==> src/rtl/adaptive_mains_notch_unit_assert.svh <==
// Assertion macros for the adaptive mains notch unit.
// Included by the top level; needs nothing else.
`ifndef ADAPTIVE_MAINS_NOTCH_UNIT_ASSERT_SVH
`define ADAPTIVE_MAINS_NOTCH_UNIT_ASSERT_SVH
`ifndef NO_ASSERTIONS
// condition or property that must hold at every edge out of reset
`define AMN_CHECK(label, clk, rst_n, prop, msg) \
	label: assert property (@(posedge clk) disable iff (!rst_n) (prop)) \
		else $error(msg);
// antecedent in this cycle implies consequent in the next one
`define AMN_CHECK_NEXT(label, clk, rst_n, ante, cons, msg) \
	label: assert property (@(posedge clk) disable iff (!rst_n) (ante) |=> (cons)) \
		else $error(msg);
`else
`define AMN_CHECK(label, clk, rst_n, prop, msg)
`define AMN_CHECK_NEXT(label, clk, rst_n, ante, cons, msg)
`endif
`endif

==> src/rtl/amn_pkg.sv <==
// Package for the adaptive mains notch unit: widths, payload types,
// sequencer states and the Q1.15 sine table. No dependencies.
package amn_pkg;

	// field and state widths
	localparam int SAMPLE_BITS = 24;
	localparam int W_W         = 40;
	localparam int P_W         = 32;
	localparam int S_W         = 16;
	localparam int FF_W        = 16;
	localparam int CLIP_W      = 23;
	localparam int CFG_IDX_W   = 1;
	localparam int CFG_DATA_W  = 23;

	// datapath widths
	localparam int ERR_W       = 28;
	localparam int MUL_A_W     = 41;
	localparam int MUL_B_W     = 17;
	localparam int MUL_W       = MUL_A_W + MUL_B_W;
	localparam int DVD_W       = 48;
	localparam int Q_W         = 40;
	localparam int DIV_SAT_SH  = 15;
	localparam int DIV_FRAC    = Q_W - DIV_SAT_SH;
	localparam int DIV_CNT_W   = 6;
	localparam int SQ_SH       = 6;
	localparam int PWR_SH      = 16;
	localparam int PRED_SH     = 31;
	localparam int IDX_W       = 5;
	localparam int PH_MAX_W    = 6;
	localparam int SINE_ENTRIES = 20;

	localparam logic [P_W-1:0]          POWER_ONE  = 32'h0100_0000;
	localparam logic [Q_W-1:0]          STEP_MAX   = '1;
	localparam logic [FF_W-1:0]         FF_RESET   = 16'd65274;
	localparam logic [CLIP_W-1:0]       CLIP_RESET = 23'h7F_FFFF;
	localparam logic signed [MUL_W-1:0] PRED_ROUND = MUL_W'(64'h4000_0000);

	// register indexes
	localparam logic [CFG_IDX_W-1:0] REG_FORGET = 1'b0;
	localparam logic [CFG_IDX_W-1:0] REG_CLIP   = 1'b1;

	typedef struct packed {
		logic signed [SAMPLE_BITS-1:0] sample;
		logic                          block_start;
		logic                          restart;
	} in_item_t;

	typedef struct packed {
		logic signed [SAMPLE_BITS-1:0] clean_sample;
		logic                          clipped;
	} out_item_t;

	typedef struct packed {
		logic busy;
		logic done;
	} div_stat_t;

	typedef enum logic [3:0] {
		ST_IDLE,
		ST_PRED_S,
		ST_PRED_C,
		ST_PWR_S,
		ST_SQR_S,
		ST_PWR_C,
		ST_SQR_C,
		ST_POW_WR,
		ST_STEP_MUL,
		ST_DIV_GO,
		ST_DIV_WAIT,
		ST_W_UPD,
		ST_FIN
	} state_t;

	// table index modulo the number of sine entries
	function automatic logic [IDX_W-1:0] mod_entries(input logic [PH_MAX_W-1:0] v);
		logic [PH_MAX_W-1:0] r;
		r = v;
		for (int k = 0; k < 3; k++) begin
			if (r >= PH_MAX_W'(SINE_ENTRIES))
				r = r - PH_MAX_W'(SINE_ENTRIES);
		end
		return r[IDX_W-1:0];
	endfunction

	// one mains period in Q1.15, full scale held as 32767
	function automatic logic signed [S_W-1:0] sine_q15(input logic [IDX_W-1:0] idx);
		logic signed [S_W-1:0] s;
		unique case (idx)
			5'd0:    s = 16'sd0;
			5'd1:    s = 16'sd10126;
			5'd2:    s = 16'sd19261;
			5'd3:    s = 16'sd26510;
			5'd4:    s = 16'sd31164;
			5'd5:    s = 16'sd32767;
			5'd6:    s = 16'sd31164;
			5'd7:    s = 16'sd26510;
			5'd8:    s = 16'sd19261;
			5'd9:    s = 16'sd10126;
			5'd10:   s = 16'sd0;
			5'd11:   s = -16'sd10126;
			5'd12:   s = -16'sd19261;
			5'd13:   s = -16'sd26510;
			5'd14:   s = -16'sd31164;
			5'd15:   s = -16'sd32767;
			5'd16:   s = -16'sd31164;
			5'd17:   s = -16'sd26510;
			5'd18:   s = -16'sd19261;
			5'd19:   s = -16'sd10126;
			default: s = 16'sd0;
		endcase
		return s;
	endfunction

endpackage

==> src/rtl/amn_div.sv <==
// Restoring divider for the weight step: floor(dividend * 2^25 / divisor),
// limited to 40 bits, one quotient bit per cycle. Depends on amn_pkg.
module amn_div (
	input  logic                       clk,
	input  logic                       arst_n,
	input  logic                       start,
	input  logic [amn_pkg::DVD_W-1:0]  dividend,
	input  logic [amn_pkg::P_W-1:0]    divisor,
	output amn_pkg::div_stat_t         stat,
	output logic [amn_pkg::Q_W-1:0]    quotient
);
	import amn_pkg::*;

	logic                 busy_q;
	logic                 done_q;
	logic [DIV_CNT_W-1:0] cnt_q;
	logic [P_W-1:0]       rem_q;
	logic [P_W-1:0]       dvs_q;
	logic [Q_W-1:0]       quo_q;
	logic [P_W+1:0]       diff;
	logic                 sat;

	// result overflows 40 bits exactly when dividend >= divisor * 2^15
	assign sat = dividend >= (DVD_W'(divisor) << DIV_SAT_SH);

	// trial subtract of the next partial remainder
	assign diff = {1'b0, rem_q, quo_q[Q_W-1]} - {2'b00, dvs_q};

	// control
	always_ff @(posedge clk or negedge arst_n) begin
		if (!arst_n) begin
			busy_q <= 1'b0;
			done_q <= 1'b0;
			cnt_q  <= '0;
		end else begin
			done_q <= 1'b0;
			if (start) begin
				busy_q <= !sat;
				done_q <= sat;
				cnt_q  <= DIV_CNT_W'(Q_W - 1);
			end else if (busy_q) begin
				cnt_q <= cnt_q - 1'b1;
				if (cnt_q == '0) begin
					busy_q <= 1'b0;
					done_q <= 1'b1;
				end
			end
		end
	end

	// datapath: quo_q shifts dividend bits out at the top, quotient bits in
	always_ff @(posedge clk) begin
		if (start) begin
			dvs_q <= divisor;
			if (sat) begin
				quo_q <= STEP_MAX;
			end else begin
				rem_q <= P_W'(dividend >> DIV_SAT_SH);
				quo_q <= {dividend[DIV_SAT_SH-1:0], {DIV_FRAC{1'b0}}};
			end
		end else if (busy_q) begin
			if (!diff[P_W+1])
				rem_q <= diff[P_W-1:0];
			else
				rem_q <= {rem_q[P_W-2:0], quo_q[Q_W-1]};
			quo_q <= {quo_q[Q_W-2:0], !diff[P_W+1]};
		end
	end

	assign stat.busy = busy_q;
	assign stat.done = done_q;
	assign quotient  = quo_q;

endmodule

==> src/rtl/adaptive_mains_notch_unit.sv <==
// Adaptive mains notch: one multiplier and one divider under a sequencer.
// Depends on amn_pkg, amn_div and adaptive_mains_notch_unit_assert.svh.
//
// Usage:
//   in_valid/in_ready/in_data carry one sample with block_start and restart.
//   out_valid/out_ready/out_data return the cleaned sample and clip flag.
//   cfg_valid/cfg_ready/cfg_index/cfg_data write forgetting_factor (0) and
//   clip_limit (1); cfg_ready is always high; user keeps writes to idle.
// Timing:
//   A sample is taken only in the idle state. The states PRED_S through
//   POW_WR form the prediction, error and both power updates on the shared
//   41x17 multiplier, then each weight takes a step multiply, the 40-step
//   restoring divider and a write; a new sample is taken only once the last
//   result is loaded. A zero reference, power or error skips the divider;
//   an overflowing step saturates without the divider's bit steps.
// Reset: weights clear, powers set to one, phase zero, registers to defaults.
// Stall: the result sits in an output register; the next sample is taken
//   meanwhile, and a second result waits in the final state until it frees.
`include "adaptive_mains_notch_unit_assert.svh"

module adaptive_mains_notch_unit #(
	parameter int TABLE_LEN = 20
) (
	input  logic                             clk,
	input  logic                             arst_n,
	input  logic                             in_valid,
	output logic                             in_ready,
	input  amn_pkg::in_item_t                in_data,
	output logic                             out_valid,
	input  logic                             out_ready,
	output amn_pkg::out_item_t               out_data,
	input  logic                             cfg_valid,
	output logic                             cfg_ready,
	input  logic [amn_pkg::CFG_IDX_W-1:0]    cfg_index,
	input  logic [amn_pkg::CFG_DATA_W-1:0]   cfg_data
);
	import amn_pkg::*;

	localparam int PH_W    = $clog2(TABLE_LEN);
	localparam int COS_OFF = TABLE_LEN / 4;

	state_t state_q, state_d;

	logic [FF_W-1:0]               ff_q;
	logic [CLIP_W-1:0]             clip_q;
	logic signed [W_W-1:0]         w_sin_q, w_cos_q;
	logic [P_W-1:0]                p_sin_q, p_cos_q;
	logic [PH_W-1:0]               phase_q;
	logic                          sel_q;
	logic                          skip_q;
	logic                          out_valid_q;

	logic signed [SAMPLE_BITS-1:0] x_q;
	logic signed [S_W-1:0]         si_q, sj_q;
	logic signed [MUL_W-1:0]       mul_q;
	logic signed [MUL_W-1:0]       acc_q;
	logic signed [ERR_W-1:0]       err_q;
	logic [P_W-1:0]                pw_q;
	out_item_t                     out_q;

	logic                          accept;
	logic [PH_W-1:0]               ph_start, ph_next, ci;
	logic [PH_W:0]                 ci_wide;
	logic signed [S_W-1:0]         s_sel;
	logic signed [W_W-1:0]         w_sel;
	logic [P_W-1:0]                p_sel;
	logic [ERR_W-1:0]              emag;
	logic [S_W-1:0]                smag;
	logic signed [MUL_A_W-1:0]     mul_a;
	logic signed [MUL_B_W-1:0]     mul_b;
	logic [P_W:0]                  pwr_sum;
	logic [P_W-1:0]                pwr_sat;
	logic                          step_neg;
	logic signed [W_W+1:0]         w_wide;
	logic signed [W_W-1:0]         w_new;
	logic                          skip_now;
	logic signed [ERR_W-1:0]       lim;
	logic signed [ERR_W-1:0]       res;
	logic                          clip_hit;
	logic                          out_load;
	logic                          div_start;
	div_stat_t                     div_stat;
	logic [Q_W-1:0]                div_quo;

	assign accept = in_valid && in_ready;

	// table phase for this sample and its cosine tap
	always_comb begin
		ph_start = in_data.block_start ? '0 : phase_q;
		ci_wide  = {1'b0, ph_start} + (PH_W+1)'(COS_OFF);
		if (ci_wide >= (PH_W+1)'(TABLE_LEN))
			ci = PH_W'(ci_wide - (PH_W+1)'(TABLE_LEN));
		else
			ci = PH_W'(ci_wide);
		ph_next = (ph_start == PH_W'(TABLE_LEN - 1)) ? '0 : ph_start + 1'b1;
	end

	// per-weight operand selection
	assign s_sel = sel_q ? sj_q : si_q;
	assign w_sel = sel_q ? w_cos_q : w_sin_q;
	assign p_sel = sel_q ? p_cos_q : p_sin_q;
	assign emag  = err_q[ERR_W-1] ? ERR_W'(-err_q) : ERR_W'(err_q);
	assign smag  = s_sel[S_W-1] ? S_W'(-s_sel) : S_W'(s_sel);
	assign skip_now = (p_sel == '0) || (s_sel == '0) || (err_q == '0);

	// decayed power plus scaled square, saturated to 32 bits
	assign pwr_sum = {1'b0, pw_q} + (P_W+1)'(mul_q[2*S_W-2:SQ_SH]);
	assign pwr_sat = pwr_sum[P_W] ? '1 : pwr_sum[P_W-1:0];

	// weight step applied with saturation to 40 bits
	assign step_neg = err_q[ERR_W-1] ^ s_sel[S_W-1];
	always_comb begin
		if (step_neg)
			w_wide = (W_W+2)'(w_sel) - $signed((W_W+2)'(div_quo));
		else
			w_wide = (W_W+2)'(w_sel) + $signed((W_W+2)'(div_quo));
		if (w_wide[W_W+1:W_W-1] == 3'b000 || w_wide[W_W+1:W_W-1] == 3'b111)
			w_new = w_wide[W_W-1:0];
		else if (w_wide[W_W+1])
			w_new = {1'b1, {(W_W-1){1'b0}}};
		else
			w_new = {1'b0, {(W_W-1){1'b1}}};
	end

	// output clip against +-clip_limit
	always_comb begin
		lim      = $signed(ERR_W'(clip_q));
		res      = err_q;
		clip_hit = 1'b0;
		if (err_q > lim) begin
			res      = lim;
			clip_hit = 1'b1;
		end else if (err_q < -lim) begin
			res      = -lim;
			clip_hit = 1'b1;
		end
	end

	// next state
	always_comb begin
		state_d = state_q;
		unique case (state_q)
			ST_IDLE:     if (accept) state_d = ST_PRED_S;
			ST_PRED_S:   state_d = ST_PRED_C;
			ST_PRED_C:   state_d = ST_PWR_S;
			ST_PWR_S:    state_d = ST_SQR_S;
			ST_SQR_S:    state_d = ST_PWR_C;
			ST_PWR_C:    state_d = ST_SQR_C;
			ST_SQR_C:    state_d = ST_POW_WR;
			ST_POW_WR:   state_d = ST_STEP_MUL;
			ST_STEP_MUL: state_d = ST_DIV_GO;
			ST_DIV_GO:   state_d = skip_now ? ST_W_UPD : ST_DIV_WAIT;
			ST_DIV_WAIT: if (div_stat.done) state_d = ST_W_UPD;
			ST_W_UPD:    state_d = sel_q ? ST_FIN : ST_STEP_MUL;
			ST_FIN:      if (out_load) state_d = ST_IDLE;
			default:     state_d = ST_IDLE;
		endcase
	end

	// sequencer outputs: handshake and shared multiplier operands
	always_comb begin
		in_ready  = 1'b0;
		div_start = 1'b0;
		out_load  = 1'b0;
		mul_a     = '0;
		mul_b     = '0;
		unique case (state_q)
			ST_IDLE:     in_ready = 1'b1;
			ST_PRED_S: begin
				mul_a = MUL_A_W'(w_sin_q);
				mul_b = MUL_B_W'(si_q);
			end
			ST_PRED_C: begin
				mul_a = MUL_A_W'(w_cos_q);
				mul_b = MUL_B_W'(sj_q);
			end
			ST_PWR_S: begin
				mul_a = $signed(MUL_A_W'(p_sin_q));
				mul_b = $signed(MUL_B_W'(ff_q));
			end
			ST_SQR_S: begin
				mul_a = MUL_A_W'(si_q);
				mul_b = MUL_B_W'(si_q);
			end
			ST_PWR_C: begin
				mul_a = $signed(MUL_A_W'(p_cos_q));
				mul_b = $signed(MUL_B_W'(ff_q));
			end
			ST_SQR_C: begin
				mul_a = MUL_A_W'(sj_q);
				mul_b = MUL_B_W'(sj_q);
			end
			ST_STEP_MUL: begin
				mul_a = $signed(MUL_A_W'(emag));
				mul_b = $signed(MUL_B_W'(smag));
			end
			ST_DIV_GO:   div_start = !skip_now;
			ST_FIN:      out_load = !out_valid_q || out_ready;
			default: ;
		endcase
	end

	// control and state registers
	always_ff @(posedge clk or negedge arst_n) begin
		if (!arst_n) begin
			state_q     <= ST_IDLE;
			ff_q        <= FF_RESET;
			clip_q      <= CLIP_RESET;
			w_sin_q     <= '0;
			w_cos_q     <= '0;
			p_sin_q     <= POWER_ONE;
			p_cos_q     <= POWER_ONE;
			phase_q     <= '0;
			sel_q       <= 1'b0;
			skip_q      <= 1'b0;
			out_valid_q <= 1'b0;
		end else begin
			state_q <= state_d;

			// configuration writes
			if (cfg_valid) begin
				unique case (cfg_index)
					REG_FORGET: ff_q   <= cfg_data[FF_W-1:0];
					REG_CLIP:   clip_q <= cfg_data[CLIP_W-1:0];
				endcase
			end

			if (accept) begin
				phase_q <= ph_next;
				sel_q   <= 1'b0;
				if (in_data.restart) begin
					w_sin_q <= '0;
					w_cos_q <= '0;
					p_sin_q <= POWER_ONE;
					p_cos_q <= POWER_ONE;
				end
			end

			unique case (state_q)
				ST_PWR_C:  p_sin_q <= pwr_sat;
				ST_POW_WR: p_cos_q <= pwr_sat;
				ST_DIV_GO: skip_q  <= skip_now;
				ST_W_UPD: begin
					if (!skip_q) begin
						if (sel_q)
							w_cos_q <= w_new;
						else
							w_sin_q <= w_new;
					end
					sel_q <= 1'b1;
				end
				default: ;
			endcase

			// output register
			if (out_load)
				out_valid_q <= 1'b1;
			else if (out_valid_q && out_ready)
				out_valid_q <= 1'b0;
		end
	end

	// payload registers
	always_ff @(posedge clk) begin
		mul_q <= mul_a * mul_b;
		if (accept) begin
			x_q  <= in_data.sample;
			si_q <= sine_q15(mod_entries(PH_MAX_W'(ph_start)));
			sj_q <= sine_q15(mod_entries(PH_MAX_W'(ci)));
		end
		unique case (state_q)
			ST_PRED_C: acc_q <= mul_q + PRED_ROUND;
			ST_PWR_S:  acc_q <= acc_q + mul_q;
			ST_SQR_S: begin
				err_q <= ERR_W'(x_q) - ERR_W'($signed(acc_q[MUL_W-1:PRED_SH]));
				pw_q  <= mul_q[P_W+PWR_SH-1:PWR_SH];
			end
			ST_SQR_C:  pw_q <= mul_q[P_W+PWR_SH-1:PWR_SH];
			default: ;
		endcase
		if (out_load) begin
			out_q.clean_sample <= res[SAMPLE_BITS-1:0];
			out_q.clipped      <= clip_hit;
		end
	end

	amn_div u_div (
		.clk      (clk),
		.arst_n   (arst_n),
		.start    (div_start),
		.dividend (mul_q[DVD_W-1:0]),
		.divisor  (p_sel),
		.stat     (div_stat),
		.quotient (div_quo)
	);

	assign out_valid = out_valid_q;
	assign out_data  = out_q;
	assign cfg_ready = 1'b1;

	// checks
	`AMN_CHECK_NEXT(a_busy_after_xfer, clk, arst_n, in_valid && in_ready, !in_ready, "ready after transfer")
	`AMN_CHECK_NEXT(a_restart_state, clk, arst_n, in_valid && in_ready && in_data.restart, p_sin_q == POWER_ONE && p_cos_q == POWER_ONE && w_sin_q == '0, "restart not applied")
	`AMN_CHECK_NEXT(a_fin_load, clk, arst_n, state_q == ST_FIN && out_load, out_valid && state_q == ST_IDLE, "result not loaded")
	`AMN_CHECK(a_done_in_wait, clk, arst_n, !div_stat.done || state_q == ST_DIV_WAIT, "divider done outside wait")

endmodule
==> config.mk <==
export PLATFORM = sky130hd
export DESIGN_NAME = adaptive_mains_notch_unit
export DESIGN_NICKNAME = d
export VERILOG_FILES = /design/src/rtl/amn_pkg.sv /design/src/rtl/amn_div.sv /design/src/rtl/adaptive_mains_notch_unit.sv
export VERILOG_INCLUDE_DIRS = /design/src /design/src/rtl
export SDC_FILE = /design/constraint.sdc
export NUM_CORES = 2
export LEC_CHECK = 0
export BUFFER_PORTS_ARGS = -buffer_cell sky130_fd_sc_hd__buf_2
export CAP_MARGIN = 20
export CORE_MARGIN = 2
export CORE_UTILIZATION = 30
export DETAILED_ROUTE_END_ITERATION = 6
export REMOVE_ABC_BUFFERS = 1
export SLEW_MARGIN = 40
export SYNTH_ARGS = -nofsm -noshare
export SYNTH_HDL_FRONTEND = slang
export SYNTH_SLANG_ARGS = --single-unit
==> constraint.sdc <==
create_clock -name clk -period 11.45 [get_ports clk]
set_input_delay 2.29 -clock clk [delete_from_list [all_inputs] [get_ports clk]]
set_output_delay 2.29 -clock clk [all_outputs]
set_load 0.1 [all_outputs]
# == Yosys cells after proc, flatten, opt, wreduce, memory -nomap -nowiden ==
# Memories as Yosys holds them, arrays and structs flattened. A register that Yosys moved wholly into a read port is not among the register bits.
# Index checks and enable logic that the tools add are counted.
# word_totals
regBits,532
mem_bits_ro,1024
inputBits,55
mem_count,2
# op_classes
addsub,20
n_mul,1
magnitude_cmp,10
n_eq_ne,18
n_mux,72
n_bitwise,2
reduce_logical,34
# mem_list
name,words,word_bits,rd,rd_ports_with_merged_regs,wr,line,rtl
(no name shown),32,16,1,1,0,amn_pkg.sv:88,unique case (idx)
(no name shown),32,16,1,1,0,amn_pkg.sv:88,
# op_table
op,count
$mux 40,16
$mux 32,10
$pmux 41 s7,1
$pmux 58 s2,1
$pmux 17 s4,1
$mux 6,10
$add 58x32->58 const B,1
$add 58x58->58,1
$mul 41x17->58,1
$pmux 4 s13,1
$ge 48x47->1,1
$add 40x41->42,1
$mux 42,1
$sub 40x41->42,1
$mux 5,7
$sub 33x32->34,1
$add 32x25->33,1
$logic_not 32->1,1
$mux 16,2
$ge 6x5->1 const B,5
$gt 28x24->1,1
$logic_not 28->1,1
$lt 28x28->1,1
$mux 28,1
other kinds (37),89

# == Depth between registers and ports, before layout ==
# logic_depth
ltp_word,13
depth_mapped,42
ltp_nobuf,38

# == Modules after synthesis ==
# A second synthesis with hierarchy kept.
# hier_totals
cells_unflattened,6773
area_unflattened_um2,61587.8
# modules_own_cells
mod,n_inst,cells_each,area_per_inst_um2,seq_area_each_um2
adaptive_mains_notch_unit,1,6073,54299.6,11823.8
amn_div,1,700,7288.2,3323.2

# == Least setup slack after synthesis ==
# Ideal clock, no wire load.
# synth_path
kind,input to register
start,input in_data[1] (netlist name)
end,"register sj_q[12], data pin"
setup_time_ps,257
arrival_time_ps,8966
slack_ps,2226
stages,41
cell_sequence,buf_6 -> nand2b_1 -> clkinv_1 -> ha_1 -> buf_4 -> inv_1 -> xnor2_1 -> inv_1 -> ha_1 -> inv_1 -> o32ai_2 -> a211oi_4 -> nor2_1 -> nor2_1 -> nor2_1 -> inv_1 -> ha_1 -> inv_1 -> [... 5 more ...] -> nand2_1 -> nor3_1 -> or4_1 -> o21ai_2 -> xnor2_4 -> clkinv_4 -> buf_12 -> ha_1 -> a21oi_1 -> nand2_1 -> o2bb2ai_1 -> o21ai_0 -> o211ai_2 -> mux2i_4 -> nor2_1 -> nand2_1 -> o22a_1 -> o21ai_1
# synth_between
elab_chain_len,13
word_cells_on_any_way,17
cone_classes,add/sub (5); order compare (4); mux (8)
# synth_rtl
item,line,rtl
"start, declared",adaptive_mains_notch_unit.sv:28,"input amn_pkg::in_item_t in_data,"
$mux 5 (*),adaptive_mains_notch_unit.sv:89,ph_start = in_data.block_start ? '0 : phase_q;
$add 5x3->6 (*),adaptive_mains_notch_unit.sv:90,"ci_wide = {1'b0, ph_start} + (PH_W+1)'(COS_OFF);"
$sub 5x5->5 or $ge 6x5->1 (tied branches),"adaptive_mains_notch_unit.sv:92, adaptive_mains_notch_unit.sv:91",
$mux 5 (*),adaptive_mains_notch_unit.sv:91,if (ci_wide >= (PH_W+1)'(TABLE_LEN))
$sub 5x5->6 or $ge 5x5->1 (tied branches),"amn_pkg.sv:80, amn_pkg.sv:79",
$mux 6 (*),amn_pkg.sv:79,if (r >= PH_MAX_W'(SINE_ENTRIES))
$mux 6 (*),adaptive_mains_notch_unit.sv:266,if (accept) begin
$sub 6x5->6 or $ge 6x5->1 (tied branches),"amn_pkg.sv:80, amn_pkg.sv:79",
$mux 6 (*),amn_pkg.sv:79,
$mux 6 (*),adaptive_mains_notch_unit.sv:266,
$sub 5x5->5 or $ge 6x5->1 (tied branches),"amn_pkg.sv:80, amn_pkg.sv:79",
$mux 5 (*),amn_pkg.sv:79,
$mux 5 (*),adaptive_mains_notch_unit.sv:266,
"end, declared",adaptive_mains_notch_unit.sv:54,"logic signed [S_W-1:0] si_q, sj_q;"
# Every way passes the cells marked *; elsewhere a longest branch is shown, timed or not. The select of a mux whose other input is x is not followed.
# A chain may end at the register's enable or synchronous reset.

# == Worst setup path in the final report ==
# layout_path
start,register err_q[0]
end,register mul_q[56]
# layout_between
elab_chain_len,4
# layout_rtl
item,line,rtl
"start, declared",adaptive_mains_notch_unit.sv:57,logic signed [ERR_W-1:0] err_q;
"start signal, assigned",adaptive_mains_notch_unit.sv:275,err_q <= ERR_W'(x_q) - ERR_W'($signed(acc_q[MUL_W-1:PRED_SH]));
$neg 28->28,adaptive_mains_notch_unit.sv:102,assign emag = err_q[ERR_W-1] ? ERR_W'(-err_q) : ERR_W'(err_q);
$mux 28 (*),adaptive_mains_notch_unit.sv:102,
$pmux 41 s7 (*),adaptive_mains_notch_unit.sv:167,unique case (state_q)
$mul 41x17->58 (*),adaptive_mains_notch_unit.sv:265,mul_q <= mul_a * mul_b;
"end signal, assigned",adaptive_mains_notch_unit.sv:265,
"end, declared",adaptive_mains_notch_unit.sv:55,logic signed [MUL_W-1:0] mul_q;
# Every way passes the cells marked *; elsewhere a longest branch is shown, timed or not.

==> out/results.tsv <==
metric	value	unit
clock buffer depth	3	
fraction of layout cells with a size suffix above 1	9.27	%
vias per cell	5.37	
vias in the first global route	51073	
CTS Root Cell	clkbuf_16	
antenna violations before repair	7	
top_reg_cell synth	edfxtp_1	
Top-Level Pins	83	
max cap viols	0	
Clock Skews	0.0418	ns
synthesized flop and latch total	556	
synthesized area	61800	µm²
Synth Warn #	0	
Final Cycle Share	91.1	%
hold_buf cts	0	
Syn-to-layout area delta	10.2	%
fmax	95.8	MHz
critical path type	flop to flop	
Distinct cells, synth	135	
Pins Over Slew Limit	0	
Starting Density	30.2	%
number of remaining DRC errors	0	
clk slew on worst S/H paths	0.06	ns
Max-Slew Margin vs Limit	37.3	%
Slowest-stage cell, CP	o2111a_1	
CTS resizes	0	
Final Hold Vio Count	0	
status	finished, final reports clean	
First-pass DRT Iterations	7	
Post-DRT Antenna Nets	0	
register area share after synthesis	24.5	%
Initial DRC Count	5146	
GRT Util Overall	20.3	%
Sink Count	556	
H-tree levels	3	
core box area	205000	µm²
RSZ-0062 raised after global routing	no	
Mapped Avg Cell Area	9.23	µm²
crit path max fanout	10	
Cells after Synth	6695	
FFs w/ async S/R, synth	36.5	%
DP Wirelength	172000	µm
Critical Path AT	10.98	ns
Die Span Y	458	µm
port buffer count	81	
Nets	7813	
gpl congestion	1.05	
Crit. End Element	flop	
startpoint types	flop	
Routed WL	215000	µm
setup bufs post-CTS	0	
largest net degree at the start of global routing	88	
CTS tree	built	
required time worst endpoint	12.00	ns
Final setup viols	0	
CTS buffer count	70	
via count	50564	
grt total ovfl	0	
number of synthesized flops with an enable pin	295	
Final min period	10.44	ns
Place WS	0.665	ns
first-pass GRT wire length	325000	µm
HP Class	flop to flop	
CP peak stage delay	0.72	ns
Worst Setup Slack, final	1.01	ns
Skew-Pair Late Insertion Delay	0.67	ns
wire per inst	22.8	µm
Die Wd	458	µm
die area	210000	µm²
Worst Max-Slew Pin Slew	0.941	ns
Cell Rows	166	
-- path summary, 6_finish.rpt --
| check | from | endpoint | slack [ns] | cells past startpoint |
|---|---|---|---|---|
| worst max-delay path | err_q[0] | mul_q[56] | 1.01 | 33 |
| worst min-delay path | p_sin_q[5] | p_sin_q[5] | 0.53 | 2 |
| worst max register to register | err_q[0] | mul_q[56] | 1.01 | 33 |
| worst min register to register | p_sin_q[5] | p_sin_q[5] | 0.53 | 2 |
| max in group asynchronous | arst_n | clip_q[1] | 8.52 | 3 |
| min in group asynchronous | arst_n | u_div.cnt_q[4] | 1.53 | 1 |
-- Yosys cell counts, drive strengths merged, types with 13 or more instances --
cell type | n | area [µm²]
a211oi | 39 | 310
a21boi | 26 | 199
a21o | 128 | 968
a21oi | 394 | 2320
a221o | 61 | 612
a221oi | 22 | 199
a222oi | 20 | 200
a22oi | 57 | 428
a31oi | 40 | 310
and2 | 31 | 199
and3 | 33 | 206
and4 | 13 | 114
buf | 59 | 413
clkbuf | 237 | 895
dfrtp | 165 | 4130
dfstp | 38 | 998
dfxtp | 58 | 1160
edfxtp | 295 | 8860
fa | 651 | 13000
ha | 429 | 5370
inv | 906 | 3410
mux2 | 86 | 972
mux2i | 76 | 793
nand2 | 672 | 2530
nand2b | 55 | 362
nand3 | 133 | 671
nand4 | 46 | 294
nor2 | 627 | 2370
nor2b | 62 | 388
nor3 | 87 | 484
nor4 | 24 | 165
o2111a | 20 | 225
o2111ai | 25 | 219
o211ai | 24 | 185
o21a | 59 | 443
o21ai | 357 | 1800
o21bai | 32 | 244
o22a | 16 | 140
o22ai | 16 | 100
o31ai | 32 | 264
or2 | 18 | 113
or3 | 29 | 196
or4 | 19 | 150
xnor2 | 223 | 2030
xor2 | 124 | 1090
-- cell usage in the layout, fill, tap and decap left out, drive strengths merged, types with 39 or more instances in the layout --
cell type,Yosys,layout
o21ai,357,357
a22oi,57,57
nor2,627,627
mux2i,76,76
xnor2,223,223
inv,906,909
a21o,128,128
o21a,59,59
ha,429,429
nand3,133,133
a221o,61,61
dfxtp,58,58
buf,59,205
fa,651,651
a31oi,40,40
nand2b,55,55
mux2,86,86
clkbuf,237,103
nor3,87,87
dfrtp,165,165
nand2,672,672
xor2,124,124
nor2b,62,62
nand4,46,46
a211oi,39,39
edfxtp,295,295
a21oi,394,394
-- metrics by stage --
| step | utilization, % | hold slack (ns) | setup TNS (ns) | instance area, µm² | instances |
|---|---|---|---|---|---|
| global route | 33.3 | 0.558 | 0 | 68100 | 9424 |
| finish | 33.3 | 0.534 | 0 | 68100 | 9424 |
| global placement | 31.9 | 0.503 | 0 | 65300 | 9277 |
| floorplan | - | 0.481 | -3.45 | 60500 | 6399 |
| detailed placement | 32.0 | 0.517 | 0 | 65600 | 9290 |
| CTS | 33.2 | 0.535 | 0 | 68000 | 9418 |
-- worst max-delay path: cells and delay by family, from the launching register on --
family                     cells  cell delay [ns]
DFF                            1             0.58
buffers and inverters          6             0.50
AOI/OAI and AO/OA             10             3.15
xor gates and xnor gates       2             0.38
adders and majority gates      8             3.59
and+or+nand+nor                7             2.08
-- layout make-up --
cell class	count	area, µm²
antenna	2	5.00
clock buffer	102	2140
clock inverter	26	298
fill	20895	136000
inverter	909	3420
multi-input combinational	4934	42300
sequential	556	15200
tap	2688	3360
timing repair buffer	207	1440
-- kinds of logic after synthesis --
logic type      share of synthesized area, %
xor+xnor                                5.04
buf+inv                                 7.66
mux                                     2.89
flops                                   24.5
other cells                          0.00607
simple gates                            13.7
fa+ha+maj                               29.8
compound gates                          16.4
-- sequential cells by signal, indices dropped and copies added, names as in the netlist, 4 cells and up --
register and cells:
acc_q 58, mul_q 58, u_div.quotient 40, w_cos_q 40
w_sin_q 40, p_cos_q 32, p_sin_q 32, pw_q 32
u_div.dvs_q 32, u_div.rem_q 32, err_q 28, out_data 25
x_q 24, clip_q 23, ff_q 16, si_q 12
sj_q 12, u_div.cnt_q 6, phase_q 5, state_q 4
-- metal layers --
metal	up-vias	share of wire [%]	wire, µm	track usage, %
met5	-	0.024	51	0
met4	8	5.7	12200	10.3
met3	468	8.7	18700	4.72
met2	2050	45	96200	31.9
met1	25359	41	88200	26.1
li1	22679	-	-	-
Power is left out: the tool's default activity adds up to more than one toggle a clock period on the data nets, which glitch-free logic cannot reach.
